<file path="config.mk">
export PLATFORM = sky130hd
export DESIGN_NAME = gpo_queue
export DESIGN_NICKNAME = d
export VERILOG_FILES = /design/src/rtl/gpo_queue.sv
export SDC_FILE = /design/constraint.sdc
export NUM_CORES = 1
export LEC_CHECK = 0
export BUFFER_PORTS_ARGS = -buffer_cell sky130_fd_sc_hd__buf_2
export CAP_MARGIN = 10
export CORE_MARGIN = 2
export CORE_UTILIZATION = 30
export CTS_CLUSTER_SIZE = 25
export DETAILED_ROUTE_END_ITERATION = 16
export PLACE_DENSITY_LB_ADDON = 0.12
export SYNTH_ARGS = -nofsm -noshare
export SYNTH_HDL_FRONTEND = slang
export SYNTH_SLANG_ARGS = --single-unit
</file>
<file path="constraint.sdc">
create_clock -name aclk -period 13 [get_ports aclk]
set_input_delay 2.6 -clock aclk [delete_from_list [all_inputs] [get_ports aclk]]
set_output_delay 2.6 -clock aclk [all_outputs]
set_load 0.005 [all_outputs]
</file>
<file path="src/rtl/gpo_queue.sv">
// small register queue between front and back ends
module gpo_queue #(
    parameter int WIDTH = 416,
    parameter int DEPTH = 4
) (
    input  logic             aclk,
    input  logic             aresetn,
    input  logic             push,
    input  logic [WIDTH-1:0] din,
    input  logic             pop,
    output logic [WIDTH-1:0] dout,
    output logic             full,
    output logic             empty
);

    localparam int PTR_W = (DEPTH > 1) ? $clog2(DEPTH) : 1;
    localparam int CNT_W = $clog2(DEPTH + 1);

    logic [WIDTH-1:0] mem_reg [DEPTH];
    logic [PTR_W-1:0] wr_ptr_reg, wr_ptr_next, rd_ptr_reg, rd_ptr_next;
    logic [CNT_W-1:0] cnt_reg, cnt_next;

    assign full  = (cnt_reg == CNT_W'(DEPTH));
    assign empty = (cnt_reg == '0);
    assign dout  = mem_reg[rd_ptr_reg];

    always_comb begin
        wr_ptr_next = wr_ptr_reg;
        rd_ptr_next = rd_ptr_reg;
        cnt_next    = cnt_reg;
        if (push) begin
            wr_ptr_next = (wr_ptr_reg == PTR_W'(DEPTH - 1)) ? '0 : wr_ptr_reg + 1'b1;
        end
        if (pop) begin
            rd_ptr_next = (rd_ptr_reg == PTR_W'(DEPTH - 1)) ? '0 : rd_ptr_reg + 1'b1;
        end
        if (push && !pop) begin
            cnt_next = cnt_reg + 1'b1;
        end else if (pop && !push) begin
            cnt_next = cnt_reg - 1'b1;
        end
    end

    always_ff @(posedge aclk) begin
        if (!aresetn) begin
            wr_ptr_reg <= '0;
            rd_ptr_reg <= '0;
            cnt_reg    <= '0;
        end else begin
            wr_ptr_reg <= wr_ptr_next;
            rd_ptr_reg <= rd_ptr_next;
            cnt_reg    <= cnt_next;
        end
    end

    always_ff @(posedge aclk) begin
        if (push) begin
            mem_reg[wr_ptr_reg] <= din;
        end
    end

endmodule

</file>
==> flow_metrics.env, run 1 <==
export IMPL_status="completed"
export IMPL_syn_inst=2216
export IMPL_cts_tree="done"
export IMPL_r2r_start="wr_ptr_reg[0]"
export IMPL_crit_required_ns=10.40
export IMPL_multi_input_area_um2=9640
export IMPL_worst_slew_pin_slew_ns=1.06
export IMPL_pwr_share_clk=0.414
export IMPL_area_delta_synth_final_pct=22.1
export IMPL_timing_rr_end="mem_reg[1][271]"
export IMPL_vias=27600
export IMPL_combPwrFrac=0.079
export IMPL_post_place_ws_ns=6.76
export IMPL_setup_viol_count_final=0
export IMPL_hold_buffers=0
export IMPL_reg2reg_slack_ns=9.44
export IMPL_maxCapViolCount=0
export IMPL_rsz0062_at_grt="no"
export IMPL_clockBufferDepth=3
export IMPL_antenna_found_initial=111
export IMPL_hold_class="register to register"
export IMPL_ys_flop_type="edfxtp_1"
export IMPL_synth_area_um2=60400
export IMPL_wirelength_um=153000
export IMPL_postCtsSetupRepairBufs=0
export IMPL_synth_top_area_frac=0.827
export IMPL_cp_max_fo=73
export IMPL_cts_root_buf="clkbuf_16"
export IMPL_synth_top_cells_by_area="edfxtp_1 83%, mux4_2 16%, buf_6 0.50%, buf_2 0.37%, dfxtp_1 0.30%"
export IMPL_ios=838
export IMPL_largest_reg_flops=1664
export IMPL_p_leak_uw=0.0242
export IMPL_p_switching_uw=2730
export IMPL_clock_skew_final_ns=0.0298
export IMPL_dp_hpwl_um=97300
export IMPL_cts_buffers_inserted=184
export IMPL_crit_arrival_ns=4.31
export IMPL_start_kind="register"
export IMPL_grt_pass1_vias=29900
export IMPL_swShare=0.222
export IMPL_grt_first_pass_wirelength_um=216000
export IMPL_final_fill_count=18400
export IMPL_finalHoldViolCount=0
export IMPL_syn_nets=2643
export IMPL_firstDrtPassIters=5
export IMPL_crit_end="dout[27]"
export IMPL_gp_congestion=0.750
export IMPL_synth_top_area_cell="edfxtp_1"
export IMPL_p_seq_frac=0.507
export IMPL_vias_per_cell=4.58
export IMPL_wl_per_cell_um=25.5
export IMPL_worst_slack_ns=6.09
export IMPL_clk_pin_slew_ns=0.05
export IMPL_r2r_cells=4
export IMPL_seq_area_um2=50200
export IMPL_grt_ovfl_total=0
export IMPL_synth_most_common_cell="edfxtp_1"
export IMPL_ant_nets=0
export IMPL_period_needed_ns=6.91
export IMPL_die_width_um=453
export IMPL_drv_slew=0
export IMPL_dieArea_um2=205000
export IMPL_grt_max_degree=133
export IMPL_worstSetupPathType="register to primary output"
export IMPL_std_cell_rows=164
export IMPL_fin_crit_sh=0.532
export IMPL_die_h_um=453
export IMPL_fmax_ghz=0.145
export IMPL_synth_warning_count=0
export IMPL_synth_yosys_seq_area_share=0.830
export IMPL_internal_power_uw=9590
export IMPL_ys_ff_latch=1673
export IMPL_yosys_cell_types_count=23
export IMPL_avgSynthCellArea_um2=27.3
export IMPL_port_buffer_count=837
export IMPL_yosys_top_cells_count="1664 x edfxtp_1, 416 x mux4_2, 45 x buf_2"
export IMPL_fin_setup_tns_ns=0
export IMPL_p_per_area_nw_per_um2=167
export IMPL_async_flop_share=0
export IMPL_synth_edf_count=1664
export IMPL_nets=3606
export IMPL_cts_resized=0
export IMPL_insertion_delay_ns=0.82
export IMPL_drtIter0Drc=1756
export IMPL_critPathCaptureType="primary output"
export IMPL_h_tree_depth=4
export IMPL_initial_core_util=0.302
export IMPL_ir_drop_mv=0.101
export IMPL_coreArea_um2=200000
export IMPL_drive_gt1_frac=0.467
export IMPL_track_usage=0.147
export IMPL_cts_sinks=1673
export IMPL_slew_headroom=0.296
export IMPL_drc_errors=0
-- cells in the final DEF, fill, tap and decap left out, drive strengths merged, types with 2 or more instances in the layout --
cell type  count
clkinv        92
diode         28
bufinv        16
nor3           2
clkbuf       216
mux4         416
nor2b          5
and2           5
inv           10
dfxtp          9
clkinvlp      10
ha             6
edfxtp      1664
mux2i          4
buf          869
-- worst min-delay path by stage --
stage | from | end | slack, ns | depth (start not counted)
floorplan | cnt_reg[2] | cnt_reg[2] | 0.47 | 2
global placement | cnt_reg[2] | cnt_reg[2] | 0.49 | 2
detailed placement | rd_ptr_reg[1] | register | 0.53 | 2
CTS | rd_ptr_reg[1] | register | 0.54 | 2
global route | rd_ptr_reg[1] | register | 0.57 | 2
finish | rd_ptr_reg[1] | register | 0.54 | 2
-- logic make-up after synthesis --
kind of cell | Yosys count | synth area share
buf+inv | 96 | 0.0109
compound gates | 3 | 0.000331
fa+ha+maj | 7 | 0.00157
mux | 420 | 0.156
xor+xnor | 2 | 0.000290
simple gates | 15 | 0.00149
flops | 1673 | 0.830
-- power groups by stage --
stage	clock, µW	sequential, µW	combinational, µW
2_1_floorplan	0	6440	489
3_3_place_gp	0	6350	995
3_5_place_dp	0	6370	1010
4_1_cts	5280	6250	1010
5_1_grt	5480	6270	1050
6_report	5100	6250	974
-- per-stage QoR --
| stage | area (µm²) | hold WS (ns) | instances | power (µW) | utilization |
|---|---|---|---|---|---|
| after floorplan | 60400 | 0.472 | 2216 | 6930 | - |
| after global placement | 67700 | 0.486 | 5649 | 7350 | 0.338 |
| after detailed placement | 67700 | 0.527 | 5649 | 7380 | 0.338 |
| after CTS | 73700 | 0.539 | 5989 | 12500 | 0.368 |
| after global routing | 73700 | 0.570 | 6010 | 12800 | 0.369 |
| final | 73800 | 0.535 | 6017 | 12300 | 0.369 |
-- worst max-delay path, stage by stage, from the launching register on --
cell and delay (ns):
dfxtp_4 0.84, buf_12 0.50, buf_4 0.53, buf_4 0.65, mux4_2 0.60, buf_2 0.15
-- layout make-up --
class / instances / share of cell area
clock buffers: 216 / 0.0652
clock inverters: 124 / 0.0159
multi-input cells: 447 / 0.131
inverters: 4 / 0.000204
flip-flops and latches: 1673 / 0.680
well taps: 2656 / 0.0451
repair buffers: 869 / 0.0621
diodes: 28 / 0.000950
-- per-layer routing --
metal	vias to the layer above	wire length, µm	GRT usage
li1	11700	-	-
met1	14600	56000	0.163
met2	859	80700	0.258
met3	378	10700	0.0487
met4	54	5640	0.0589
met5	-	332	0
(Power assumes the default switching activity.)
==> inputs of run 2 (changes only) <==
- clock period: 13 -> 5.7 ns (I/O delays scaled with it)
==> flow_metrics.env, run 2 (same netlist as run 1, synthesis figures left out) <==
export IMPL_clockBufferDepth=3
export IMPL_p_switching_uw=6210
export IMPL_die_width_um=453
export IMPL_cp_max_fo=70
export IMPL_whs_ns=0.526
export IMPL_nets=3615
export IMPL_firstDrtPassIters=5
export IMPL_ios=838
export IMPL_period_needed_ns=4.26
export IMPL_cts_resized=0
export IMPL_grt_pass1_vias=30100
export IMPL_drc_errors=0
export IMPL_finalHoldViolCount=0
export IMPL_worst_path_max_delay_cell="dfxtp_4"
export IMPL_status="completed"
export IMPL_grt_ovfl_total=0
export IMPL_grt_first_pass_wirelength_um=221000
export IMPL_clock_skew_final_ns=0.0220
export IMPL_slew_headroom=0.224
export IMPL_port_buffer_count=837
export IMPL_h_tree_depth=4
export IMPL_grt_max_degree=146
export IMPL_std_cell_rows=164
export IMPL_slowest_delay_ns=0.81
export IMPL_critPathCaptureType="primary output"
export IMPL_dp_hpwl_um=99400
export IMPL_die_h_um=453
export IMPL_largest_reg_flops=1664
export IMPL_cts_root_buf="clkbuf_16"
export IMPL_vias=27700
export IMPL_multi_input_area_um2=9640
export IMPL_cts_sinks=1673
export IMPL_swShare=0.220
export IMPL_antenna_found_initial=106
export IMPL_internal_power_uw=22000
export IMPL_fmax_ghz=0.235
export IMPL_seq_area_um2=50200
export IMPL_postCtsSetupRepairBufs=0
export IMPL_crit_family="flip-flops"
export IMPL_start_kind="register"
export IMPL_wirelength_um=156000
export IMPL_dieArea_um2=205000
export IMPL_combPwrFrac=0.080
export IMPL_crit_required_ns=4.56
export IMPL_area_delta_synth_final_pct=22.4
export IMPL_drive_gt1_frac=0.465
export IMPL_setup_viol_count_final=0
export IMPL_wl_per_cell_um=25.9
export IMPL_post_place_ws_ns=2.20
export IMPL_ant_nets=0
export IMPL_worst_slew_pin_slew_ns=1.16
export IMPL_pwr_share_clk=0.414
export IMPL_hold_buffers=0
export IMPL_p_seq_frac=0.505
export IMPL_rsz0062_at_grt="no"
export IMPL_clk_pin_slew_ns=0.06
export IMPL_crit_buf_inv=2
export IMPL_crit_arrival_ns=3.12
export IMPL_final_fill_count=18300
export IMPL_worst_slack_ns=1.44
export IMPL_initial_core_util=0.302
export IMPL_cts_tree="done"
export IMPL_p_leak_uw=0.0242
export IMPL_ir_drop_mv=0.284
export IMPL_p_per_area_nw_per_um2=381
export IMPL_maxCapViolCount=0
export IMPL_drtIter0Drc=1907
export IMPL_track_usage=0.150
export IMPL_cts_buffers_inserted=184
export IMPL_coreArea_um2=200000
export IMPL_path_cells="buf_12, mux4_2, buf_2"
export IMPL_worstSetupPathType="register to primary output"
export IMPL_insertion_delay_ns=0.81
export IMPL_fin_setup_tns_ns=0
export IMPL_vias_per_cell=4.60
export IMPL_final_common_cell="edfxtp_1"
export IMPL_layout_common_cells="1664 x edfxtp_1, 837 x buf_2, 416 x mux4_2"
export IMPL_drv_slew=0
export IMPL_fin_crit_sh=0.747
export IMPL_gp_congestion=0.759
export IMPL_hold_class="register to register"
## run 2: cell count changes in the layout (fill, tap and decap cells not counted), sizes merged
cell      delta
clkinv      -16
clkbuf      +13
diode       -10
buf          +9
bufinv       +3
clkinvlp     -3
inv          +1
## run 2: area by class of cell
cell class              instances  area share
repair buffers                878      0.0655
diodes                         18    0.000609
inverters                       4    0.000203
well taps                    2656      0.0449
clock buffers                 229      0.0651
flip-flops and latches       1673       0.678
multi-input cells             447       0.130
clock inverters               109      0.0156
## run 2: final timing paths
check,start,depth (start not counted),slack (ns),endpoint
worst max-delay path,register,3,1.44,dout[386]
worst max register to register,wr_ptr_reg[0],4,3.15,mem_reg[2][16]
worst min register to register,cnt_reg[2],2,0.53,cnt_reg[2]
worst min-delay path,cnt_reg[2],2,0.53,cnt_reg[2]
## run 2: power groups by stage
stage / clock (µW) / sequential, µW / combinational (µW)
after floorplan: 0 / 14500 / 1120
after global placement: 0 / 14500 / 2320
after detailed placement: 0 / 14500 / 2350
after CTS: 12100 / 14300 / 2360
after global routing: 12500 / 14300 / 2440
final: 11700 / 14200 / 2260
## run 2: layer usage
| metal | track usage | routed length, µm |
|---|---|---|
| met5 | 0 | 244 |
| met4 | 0.0587 | 5160 |
| met3 | 0.0434 | 9800 |
| met2 | 0.273 | 85400 |
| met1 | 0.161 | 55100 |
## run 2: tightest hold or removal path, stage by stage, from the launching register on
cell	delay, ns
dfxtp_1	0.32
o21ai_0	0.07
a21boi_0	0.08
## run 2: per-stage QoR
stage / cells / instance area [µm²] / util / power, µW
floorplan: 2216 / 60400 / - / 15600
global placement: 5658 / 68000 / 0.340 / 16800
detailed placement: 5658 / 68000 / 0.340 / 16900
CTS: 5996 / 74000 / 0.370 / 28700
global route: 6012 / 74000 / 0.370 / 29200
finish: 6014 / 74000 / 0.370 / 28200
